<file path="src/hw/rtl/rlcd_pkg.sv">
// Shared constants, types and the square-root digit step for the color distance block.
// Used by rlcd_sqrt_pipe and rgb_linear_lab_color_distance; no dependencies.
`timescale 1ns / 1ps
`default_nettype none

package rlcd_pkg;

  // Channel and datapath widths
  localparam int ChanW   = 8;
  localparam int ColorW  = 3 * ChanW;
  localparam int DiffW   = ChanW + 1;        // signed channel difference
  localparam int CoefW   = 21;               // signed Q20 coefficient
  localparam int ProdW   = 30;               // coef * diff and sums of three
  localparam int MagW    = 29;               // |delta|
  localparam int SqW     = 2 * MagW;         // squared magnitude
  localparam int SumW    = SqW + 2;          // sum of three squares
  localparam int DropW   = 24;               // 2 * (20 - 8) fraction bits dropped
  localparam int RadW    = SumW - DropW;     // radicand for the Q8 root
  localparam int RootW   = RadW / 2;         // equals the distance width
  localparam int RemW    = RootW + 3;
  localparam int StepsPerStage = 2;
  localparam int SqrtStages    = RootW / StepsPerStage;

  // Q20 coefficients per channel count, index = 3 * component + channel,
  // components L, a, b and channels red, green, blue.
  localparam logic signed [CoefW-1:0] Coef [9] = '{
    21'sd101410,  21'sd341150,  21'sd34439,
    21'sd454980, -21'sd696923,  21'sd242007,
    21'sd160267,  21'sd498156, -21'sd658551
  };

  typedef logic [RadW-1:0]  rad_t;
  typedef logic [RootW-1:0] root_t;

  typedef struct packed {
    logic [RemW-1:0]  rem;
    logic [RootW-1:0] root;
  } sqrt_acc_t;

  // One restoring square-root digit: brings in two radicand bits.
  function automatic sqrt_acc_t sqrt_step(sqrt_acc_t acc, logic [1:0] pair);
    logic [RemW-1:0] trial;
    logic [RemW-1:0] test;
    sqrt_acc_t       res;
    trial = {acc.rem[RemW-3:0], pair};
    test  = {1'b0, acc.root, 2'b01};
    if (trial >= test) begin
      res.rem  = trial - test;
      res.root = {acc.root[RootW-2:0], 1'b1};
    end else begin
      res.rem  = trial;
      res.root = {acc.root[RootW-2:0], 1'b0};
    end
    return res;
  endfunction

endpackage

`default_nettype wire

</file>
<file path="src/hw/rtl/rlcd_sqrt_pipe.sv">
// Pipelined truncated integer square root, two root bits per register stage.
// Depends on rlcd_pkg for widths and the digit step.
`timescale 1ns / 1ps
`default_nettype none

module rlcd_sqrt_pipe
  import rlcd_pkg::*;
(
  input  wire logic  clk_i,
  input  wire logic  rst_ni,
  input  wire logic  valid_i,
  input  wire rad_t  radicand_i,
  output logic       valid_o,
  output root_t      root_o
);

  logic      vld_q [SqrtStages];
  sqrt_acc_t acc_q [SqrtStages];
  rad_t      rad_q [SqrtStages];

  for (genvar s = 0; s < SqrtStages; s++) begin : g_stage
    logic      vld_in;
    sqrt_acc_t acc_in;
    rad_t      rad_in;
    sqrt_acc_t acc_d;
    rad_t      rad_d;

    if (s == 0) begin : g_first
      assign vld_in = valid_i;
      assign acc_in = '0;
      assign rad_in = radicand_i;
    end else begin : g_next
      assign vld_in = vld_q[s-1];
      assign acc_in = acc_q[s-1];
      assign rad_in = rad_q[s-1];
    end

    always_comb begin
      acc_d = acc_in;
      rad_d = rad_in;
      for (int k = 0; k < StepsPerStage; k++) begin
        acc_d = sqrt_step(acc_d, rad_d[RadW-1 -: 2]);
        rad_d = {rad_d[RadW-3:0], 2'b00};
      end
    end

    always_ff @(posedge clk_i or negedge rst_ni) begin
      if (!rst_ni) begin
        vld_q[s] <= 1'b0;
      end else begin
        vld_q[s] <= vld_in;
      end
    end

    always_ff @(posedge clk_i) begin
      acc_q[s] <= acc_d;
      rad_q[s] <= rad_d;
    end
  end

  assign valid_o = vld_q[SqrtStages-1];
  assign root_o  = acc_q[SqrtStages-1].root;

endmodule

`default_nettype wire

</file>
<file path="config.mk">
export PLATFORM = sky130hd
export DESIGN_NAME = rlcd_sqrt_pipe
export DESIGN_NICKNAME = d
export VERILOG_FILES = /design/src/hw/rtl/rlcd_pkg.sv /design/src/hw/rtl/rlcd_sqrt_pipe.sv
export SDC_FILE = /design/constraint.sdc
export NUM_CORES = 1
export LEC_CHECK = 0
export BUFFER_PORTS_ARGS = -buffer_cell sky130_fd_sc_hd__buf_4
export CORE_MARGIN = 2
export CORE_UTILIZATION = 30
export CTS_CLUSTER_SIZE = 12
export DETAILED_ROUTE_END_ITERATION = 10
export HOLD_SLACK_MARGIN = 0.15
export SYNTH_ARGS = -nofsm -noshare
export SYNTH_HDL_FRONTEND = slang
export SYNTH_SLANG_ARGS = --single-unit
export TNS_END_PERCENT = 20
</file>
<file path="constraint.sdc">
create_clock -name clk_i -period 16.4 [get_ports clk_i]
set_clock_uncertainty 0.1 [all_clocks]
set_input_delay 4.92 -clock clk_i [delete_from_list [all_inputs] [get_ports clk_i]]
set_output_delay 4.92 -clock clk_i [all_outputs]
set_load 0.005 [all_outputs]
</file>
# After elaboration in Yosys (flattened, before gate mapping)
# Memory sizes are Yosys's and may differ from the RTL's.
# Cells that the tools add are included.
[op_classes]
addsub = 18
magnitude_cmp = 18
n_mux = 18
[op_table]
columns = ["cell", "n"]
rows = [
  [">= comparator 21 x 20 -> 1 bit", 17],
  ["2-to-1 mux 39 bit", 9],
  ["2-to-1 mux 37 bit", 9],
  ["subtractor 21 x 20 -> 21 bit", 9],
  ["subtractor 19 bit", 8],
  ["subtractor 2 x 1 -> 3 bit (second input constant)", 1],
  [">= comparator 2 x 1 -> 1 bit (second input constant)", 1],
]
[word_totals]
ff_bits = 9
input_bits = 39
n_memories = 2
out_inout_bits = 19
ram_bits = 639
[mem_list]
columns = ["name", "depth", "word_bits", "read_ports", "rd_clocked_by_memory_dff", "wr", "line_no", "source"]
rows = [
  ["acc_q", 9, 39, 9, 0, 9, "rlcd_sqrt_pipe.sv:18", "sqrt_acc_t acc_q [SqrtStages];"],
  ["rad_q", 9, 32, 8, 0, 9, "rlcd_sqrt_pipe.sv:19", "rad_t rad_q [SqrtStages];"],
]

# Longest topological paths before layout
# Gate-level depths: netlist (run 1).
# An unclocked memory read counts as a cell.
[logic_depth]
ltp_word = 5
depth_mapped = 25
mapped_depth_nobuf = 21

# Worst setup path after synthesis (run 1)
# No wires, ideal clock.
[synth_path]
path_kind = "input-to-reg"
start = "in radicand_i[34]"
end = "mem acc_q[0][23] (netlist bit)"
t_arrival_ns = 6.274
n_path_buf = 1
setup_slack_ns = 9.911
stages = 8
setup_ns = 0.115
cell_sequence = "clkbuf_1 > nand2b_1 > o31a_1 > inv_1 > ha_1 > a21boi_1 > inv_1 > and2_1"
[synth_rtl]
columns = ["element", "line_no", "source"]
rows = [
  ["from (decl)", "rlcd_sqrt_pipe.sv:12", "input wire rad_t radicand_i,"],
  ["to (decl)", "rlcd_sqrt_pipe.sv:18", ""],
]

==> results.json, run 1 <==
{
  "numCtsBuffers": 44,
  "r2r_cells": 19,
  "dp_slack_ps": 9748,
  "stdcell_area_sq_um": 23240,
  "rows": 95,
  "die_height_microns": 265.0,
  "finalCritPeriodShare_pct": 38.94,
  "drtAntennaViolNets": 0,
  "ctsHoldBuffers": 0,
  "finalPower_mw": 3.411,
  "reg2reg_to": "acc_q[6][25]",
  "synth_top_area_share_pct": 36.92,
  "ys_ff_latch": 386,
  "synth.distinct_cells": 85,
  "drive_gt1_share_pct": 8.285,
  "drc": 0,
  "cap_violations": 0,
  "irDropWorstVdd_mv": 0.07225,
  "clock_path_buffers": 3,
  "vias": 16430,
  "fin_setup_tns_ps": 0,
  "seq_area_frac_synth_pct": 38.03,
  "syn_inst": 2311,
  "rr_startpoint": "acc_q[5][6]",
  "grt_max_degree": 27,
  "synthTopCellsByArea": "dfxtp_1 37%, ha_1 11%, xnor2_1 5.1%",
  "yosysWarnings": 0,
  "p_leak_nw": 10.60,
  "worstPathRequired_ps": 16740,
  "place_congestion": 0.8756,
  "post-dp-hpwl_microns": 39130,
  "portBuffers": 57,
  "rsz0062_at_grt": "false",
  "slew_violations": 0,
  "reg2reg_slack_ps": 10010,
  "drtIter0Drc": 1140,
  "crit_arrival_ps": 6720,
  "hold_path_class": "reg2reg",
  "antenna_found_initial": 0,
  "fmax_ghz": 0.1566,
  "drtPass1Iterations": 5,
  "cts.sinks": 386,
  "grtUsageTotal_pct": 13.92,
  "syn_area_sq_um": 20440,
  "overflow": 0,
  "hp-start": "rad_q[0][73]",
  "avgSynthCellArea_sq_um": 8.844,
  "outcome": "finished clean",
  "worst_setup_path_start_kind": "register",
  "h-tree-depth": 2,
  "cp-endpoint": "acc_q[6][25]",
  "hold_violations": 0,
  "core_sq_um": 67280,
  "synth-edff-count": 0,
  "path_clk_slew_ps": 60,
  "clock_latency_ps": 590,
  "die_area_sq_um": 70240,
  "yosys.area.top_type": "dfxtp_1",
  "finalCriticalPeriod_ps": 6386,
  "tritoncts": "done",
  "synthFlopType": "dfxtp_1",
  "synth_commonest_cells": "377 x dfxtp_1, 186 x ha_1, 174 x a21oi_1",
  "crit_path_start": "acc_q[5][6]",
  "wl_per_cell_microns": 15.25,
  "io_pins": 58,
  "post-route-util_pct": 34.54,
  "worst_slack_ps": 10010,
  "cp_max_fo": 26,
  "post_cts_buffers": 0,
  "relSlewSlack_pct": 31.69,
  "post-synth-top-count-cell": "dfxtp_1",
  "syn_to_final_growth_pct": 13.68,
  "nets": 2598,
  "placed_cell_area_sq_um": 21820,
  "chipWidth_microns": 265.0,
  "start_util_pct": 30.38,
  "grt_pass1_vias": 15490,
  "power_density_nw_per_um2": 146.8,
  "clock-root-buffer": "clkbuf_16",
  "crit_type": "reg2reg",
  "endpoint_kind": "register",
  "drt-total-wl_microns": 49950,
  "viasPerCell": 5.015,
  "worst_pin_slew_ps": 998.8,
  "grt_pass1_wl_microns": 80340,
  "setup_viol": 0,
  "synth_async_sr_flop_share_pct": 2.332,
  "post_cts_resized": 0,
  "diodes": 0
}
[where the power goes]
| group | internal [mW] | switching, mW | total [mW] |
|---|---|---|---|
| sequential | 1.11 | 0.138 | 1.25 |
| combinational | 0.521 | 0.686 | 1.21 |
| clock | 0.559 | 0.399 | 0.958 |
[registers in the layout (all words and copies together) (netlist names)]
signal,cells
acc_q,233
g_stage.vld_in,8
rad_q,144
valid_o,1
[worst max-delay path, stage by stage, from the launching register on]
cell	delay (ps)
dfxtp_1	370
inv_1	80
ha_1	350
inv_1	100
o31ai_1	350
a221oi_1	140
o221ai_2	630
clkinv_1	780
o21ai_0	550
ha_1	380
nand2_1	120
nor3_1	90
nand4_1	160
a2111oi_0	100
o21a_1	220
nor4_2	390
o211a_1	500
clkinv_1	520
nor2_1	230
a21oi_1	60
[placed cells by master (no fill, tap or decap), drive strengths merged, types with 16 or more instances in the layout]
master,Yosys,routed
dfxtp,377,377
ha,186,186
a21oi,174,174
inv,170,170
nor2,167,167
nand2,160,160
o21ai,133,133
xnor2,120,120
xor2,76,76
a21o,64,64
nor3,64,64
buf,9,62
nand3,60,60
clkbuf,39,57
nand4,31,31
nor4,29,29
nand2b,28,28
mux2,28,28
a31oi,23,23
nor2b,21,21
o21a,20,20
or3,19,19
o31ai,18,18
a211oi,18,18
or4,18,18
o211ai,17,17
clkinv,3,17
and3,16,16
or2,16,16
[cell type report]
| type | instances | area (sq um) |
|---|---|---|
| clock buffer | 57 | 1221 |
| timing repair buffer | 62 | 465.4 |
| tap | 873 | 1092 |
| clock inverter | 18 | 196.4 |
| sequential | 386 | 7772 |
| inverter | 173 | 649.4 |
| fill | 6967 | 44040 |
| multi-input combinational | 1706 | 11840 |
[routing by layer]
metal | GRT usage [%] | part of all wire (%) | vias up
li1 | - | - | 8424
met5 | 0 | 0 | -
met3 | 2.361 | 4.4 | 98
met4 | 4.871 | 2.9 | 0
met2 | 22.47 | 45 | 332
met1 | 18.74 | 48 | 7571
[metrics by stage]
stage,instances,hold slack [ps]
3_3_place_gp,3200,210.0
6_report,3275,196.9
4_1_cts,3275,199.8
3_5_place_dp,3200,212.1
2_1_floorplan,2313,209.6
5_1_grt,3275,201.1
[worst min-delay path by stage]
stage | end | cells after the start
6_report | rad_q[0][109] | 0
3_3_place_gp | rad_q[0][145] | 0
4_1_cts | rad_q[0][76] | 0
3_5_place_dp | rad_q[0][119] | 0
5_1_grt | rad_q[0][76] | 0
2_1_floorplan | rad_q[0][108] | 0
[cell families after synthesis]
kind of cell               count (synthesis)  share of synthesized area [%]
adders and majority gates                186                          11.39
and+or+nand+nor                          679                          16.80
xor gates and xnor gates                 196                          8.399
buffers and inverters                    221                          4.107
other                                      1                        0.01835
muxes                                     38                          2.032
AOI/OAI and AO/OA                        604                          19.23
DFF                                      386                          38.03
(Power assumes the default switching activity.)
==> run 2, diff against run 1 <==
- clock period: 16.4 -> 5.9 ns (I/O delays scaled with it)
==> results.json, run 2 (synthesis results as in run 1) <==
{
  "tritoncts": "done",
  "grt_use_met3_pct": 2.879,
  "h-tree-depth": 2,
  "finalCritPeriodShare_pct": 92.19,
  "cap_violations": 0,
  "wl_per_cell_microns": 15.51,
  "cp-endpoint": "acc_q[6][21]",
  "post_cts_buffers": 0,
  "crit_arrival_ps": 5770,
  "regMostFlops": "acc_q",
  "fmax_ghz": 0.1838,
  "start_util_pct": 30.38,
  "hp-start": "rad_q[0][40]",
  "path_clk_slew_ps": 60,
  "overflow": 0,
  "chipWidth_microns": 265.0,
  "numCtsBuffers": 44,
  "slew_violations": 0,
  "viasPerCell": 5.031,
  "drtPass1Iterations": 5,
  "use_met2_pct": 23.42,
  "r2r_cells": 20,
  "ctsHoldBuffers": 0,
  "core_sq_um": 67280,
  "drtAntennaViolNets": 0,
  "post-route-util_pct": 34.82,
  "reg2reg_slack_ps": 460,
  "cts.sinks": 386,
  "worstPathRequired_ps": 6230,
  "worst_pin_slew_ps": 939.9,
  "crit_path_start": "acc_q[5][10]",
  "diodes": 0,
  "fin_setup_tns_ps": 0,
  "drc": 0,
  "grtUsageTotal_pct": 14.36,
  "finalCriticalPeriod_ps": 5439,
  "worst_setup_path_start_kind": "register",
  "die_height_microns": 265.0,
  "syn_to_final_growth_pct": 14.60,
  "cp_max_fo": 25,
  "hold_path_class": "reg2reg",
  "drtIter0Drc": 1116,
  "rr_startpoint": "acc_q[5][10]",
  "largest_reg_flops": 233,
  "crit_type": "reg2reg",
  "grt_pass1_vias": 15860,
  "irDropWorstVdd_mv": 0.2481,
  "grt.met1_usage_pct": 19.18,
  "relSlewSlack_pct": 36.76,
  "nets": 2612,
  "drive_gt1_share_pct": 9.023,
  "hold_violations": 0,
  "finalPower_mw": 9.650,
  "drt-total-wl_microns": 51020,
  "vias": 16550,
  "outcome": "finished clean",
  "antenna_found_initial": 0,
  "final_cell_mix": "377 x dfxtp_1, 186 x ha_1, 173 x a21oi_1, 169 x inv_1, 167 x nor2_1",
  "place_congestion": 0.9125,
  "grt_busiest_layer": "met2",
  "setup_viol": 0,
  "rsz0062_at_grt": "false",
  "reg2reg_to": "acc_q[6][21]",
  "clock_path_buffers": 3,
  "die_area_sq_um": 70240,
  "portBuffers": 57,
  "endpoint_kind": "register",
  "clock_latency_ps": 570,
  "io_pins": 58,
  "final_common_cell": "dfxtp_1",
  "rows": 95,
  "power_density_nw_per_um2": 412.0,
  "grt_pass1_wl_microns": 82390,
  "grt_max_degree": 26,
  "p_leak_nw": 10.70,
  "post-dp-hpwl_microns": 40220,
  "clock-root-buffer": "clkbuf_16"
}
[run 2: changes by cell type in the layout (fill, tap and decap cells not counted), moves of 2 or more]
cell	change
buf_4	+14
bufinv_16	+3
clkinv_4	-3
nor3_1	-2
nor3_2	+2
[run 2: layout make-up]
type / instances / area, sq um
clock inverter: 16 / 222.7
inverter: 173 / 653.1
timing repair buffer: 76 / 570.5
sequential: 386 / 7772
fill: 6985 / 43850
multi-input combinational: 1706 / 11850
tap: 873 / 1092
clock buffer: 59 / 1260
[run 2: worst min-delay path by stage]
stage,endpoint,slack (ps),cells past startpoint
finish,rad_q[0][76],200,0
global route,rad_q[0][73],210,0
CTS,rad_q[0][76],200,0
detailed placement,rad_q[0][115],210,0
global placement,rad_q[0][180],210,0
floorplan,rad_q[0][108],210,0
[run 2: metrics by stage]
| stage | std cells | setup WS [ps] | hold WS [ps] | instance area (sq um) |
|---|---|---|---|---|
| 2_1_floorplan | 2313 | 723.5 | 209.6 | 20450 |
| 3_3_place_gp | 3214 | 175.4 | 209.9 | 21920 |
| 3_5_place_dp | 3214 | 183.5 | 212.1 | 21920 |
| 4_1_cts | 3289 | 153.6 | 204.7 | 23410 |
| 5_1_grt | 3289 | 93.14 | 205.9 | 23420 |
| 6_report | 3289 | 460.7 | 200.4 | 23420 |
[run 2: repair_timing]
action	4_1_cts	5_1_grt
gates resized for setup	0	6
setup endpoints to repair	0	29
endpoints found under the hold margin	0	0
[run 2: report_power, final]
| group | internal, mW | switching, mW |
|---|---|---|
| clock network | 1.71 | 1.08 |
| registers | 3.08 | 0.392 |
| logic | 1.46 | 1.93 |
| total | 6.25 | 3.40 |
[run 2: critical path, cell delays in order (launching register included)]
cell and delay, ps:
dfxtp_1 380, inv_1 100, ha_1 430, and4_1 270, nand3_1 170, o31a_1 380, o221ai_2 110, clkinv_1 130
buf_4 240, o21ai_0 400, ha_1 380, nand2_1 170, nor3_2 80, nand4_1 150, a2111oi_0 100, o21a_1 220
nor4_2 380, o211a_2 480, clkinvlp_4 360, nor2_1 210, a21oi_1 60
[run 2: metal layers]
layer / part of all wire [%] / vias to the layer above
met5: 0 / -
met4: 2.4 / 0
met3: 5.9 / 85
met2: 45 / 388
met1: 47 / 7649
li1: - / 8426
==> run 3, diff against run 2 <==
- clock period: 5.9 -> 5.05 ns (I/O delays scaled with it)
==> results.json, run 3 (synthesis results as in run 1) <==
{
  "worst_pin_slew_ps": 911.6,
  "crit_arrival_ps": 5160,
  "p_leak_nw": 10.97,
  "rr_startpoint": "acc_q[5][8]",
  "setup_viol": 0,
  "irDropWorstVdd_mv": 0.2962,
  "clock_path_buffers": 3,
  "endpoint_kind": "register",
  "path_clk_slew_ps": 60,
  "syn_to_final_growth_pct": 17.18,
  "rows": 95,
  "crit_type": "reg2reg",
  "hold_depth": 0,
  "h-tree-depth": 2,
  "cap_violations": 0,
  "portBuffers": 57,
  "final_common_cell": "dfxtp_1",
  "tritoncts": "done",
  "finalCriticalPeriod_ps": 4756,
  "viasPerCell": 5.000,
  "start_util_pct": 30.38,
  "crit_path_start": "acc_q[5][8]",
  "vias": 16700,
  "fmax_ghz": 0.2103,
  "r2r_cells": 20,
  "grt_max_degree": 26,
  "placed_cell_area_sq_um": 22280,
  "grt_pass1_vias": 16060,
  "wl_per_cell_microns": 15.33,
  "largest_reg_flops": 233,
  "cp_max_fo": 10,
  "ctsHoldBuffers": 0,
  "diodes": 0,
  "outcome": "finished clean",
  "hold_violations": 0,
  "antenna_found_initial": 0,
  "drt-total-wl_microns": 51200,
  "worst_setup_path_start_kind": "register",
  "drtPass1Iterations": 6,
  "drtIter0Drc": 1180,
  "die_height_microns": 265.0,
  "final_cell_mix": "377 x dfxtp_1, 182 x ha_1, 172 x a21oi_1, 169 x inv_1, 167 x nor2_1",
  "reg2reg_to": "acc_q[6][27]",
  "drtAntennaViolNets": 0,
  "nFillCells": 6918,
  "stdcell_area_sq_um": 23950,
  "io_pins": 58,
  "clock-root-buffer": "clkbuf_16",
  "reg2reg_slack_ps": 290,
  "fin_setup_tns_ps": 0,
  "finalCritPeriodShare_pct": 94.18,
  "chipWidth_microns": 265.0,
  "cp-endpoint": "acc_q[6][27]",
  "post_cts_buffers": 0,
  "core_sq_um": 67280,
  "grt_pass1_wl_microns": 83330,
  "hold_path_class": "reg2reg",
  "clock_latency_ps": 600,
  "regMostFlops": "acc_q",
  "relSlewSlack_pct": 38.45,
  "power_density_nw_per_um2": 482.0,
  "place_congestion": 0.8746,
  "grtUsageTotal_pct": 14.47,
  "drc": 0,
  "drive_gt1_share_pct": 11.51,
  "nets": 2661,
  "die_area_sq_um": 70240,
  "overflow": 0,
  "post-dp-hpwl_microns": 40290,
  "cts.sinks": 386,
  "numCtsBuffers": 46,
  "slew_violations": 0,
  "worstPathRequired_ps": 5460,
  "rsz0062_at_grt": "true"
}
-- run 3: cell types whose count changed in the layout (fill, tap and decap cells not counted), sizes merged --
cell	previous run	this run
clkinvlp	2	4
clkbuf	59	58
buf	76	123
clkinv	12	15
-- run 3: worst min path at each step --
stage	start	end	slack (ps)
floorplan	rad_q[0][72]	rad_q[0][108]	210
global placement	rad_q[0][85]	rad_q[0][121]	210
detailed placement	rad_q[0][80]	rad_q[0][116]	210
CTS	rad_q[0][4]	rad_q[0][40]	200
global route	rad_q[0][181]	rad_q[0][217]	210
finish	rad_q[0][4]	rad_q[0][40]	200
-- run 3: report_power, final --
| part | internal, mW | switching (mW) |
|---|---|---|
| clock network | 2.05 | 1.35 |
| logic | 1.79 | 2.29 |
| registers | 3.60 | 0.453 |
-- run 3: routing by layer --
layer  up-vias  part of all wire (%)  routed length (microns)  GRT usage [%]
li1       8537                     -                        -              -
met1      7677                    48                    24780          19.83
met2       396                    44                    22560          23.32
met3        91                   4.9                     2492          2.296
met4         0                   2.7                     1361          4.459
met5         -                     0                        0              0
-- run 3: timing repair --
action                                  4_1_cts  5_1_grt
pin swaps                                     0        1
gates resized for setup                       1       24
hold endpoints to repair                      0        0
endpoints found under the setup margin        1       63
-- run 3: stage by stage --
step / instances / total power [mW] / hold WS (ps) / setup WS [ps] / util, %
2_1_floorplan: 2313 / 7.000 / 209.6 / 30.11 / -
3_3_place_gp: 3261 / 8.114 / 209.9 / 106.9 / 33.11
3_5_place_dp: 3261 / 8.098 / 212.1 / 1.159 / 33.11
4_1_cts: 3340 / 11.58 / 204.7 / 123.3 / 35.47
5_1_grt: 3340 / 12.33 / 209.8 / 0.09726 / 35.60
6_report: 3340 / 11.54 / 200.9 / 293.9 / 35.60
-- run 3: final cells by class --
class	instances	area [sq um]	share of cell area, %
clock buffers	58	1277	5.334
multi-input cells	1706	11930	49.80
repair buffers	123	927.1	3.871
inverters	173	649.4	2.711
well taps	873	1092	4.561
clock inverters	21	305.3	1.275
flip-flops and latches	386	7772	32.45
-- run 3: worst max-delay path: stages (launching register included) --
cell	delay [ps]
dfxtp_1	400
inv_1	110
ha_1	390
and4_1	270
nand3_1	150
o31a_1	350
o221ai_2	90
buf_4	240
mux2_2	370
ha_1	310
nand2_1	90
nor3_2	200
nand4_1	210
a2111oi_2	400
o21a_1	210
nor4_4	70
o211a_1	210
clkinv_1	90
buf_4	170
nor2_1	50
a21oi_1	190
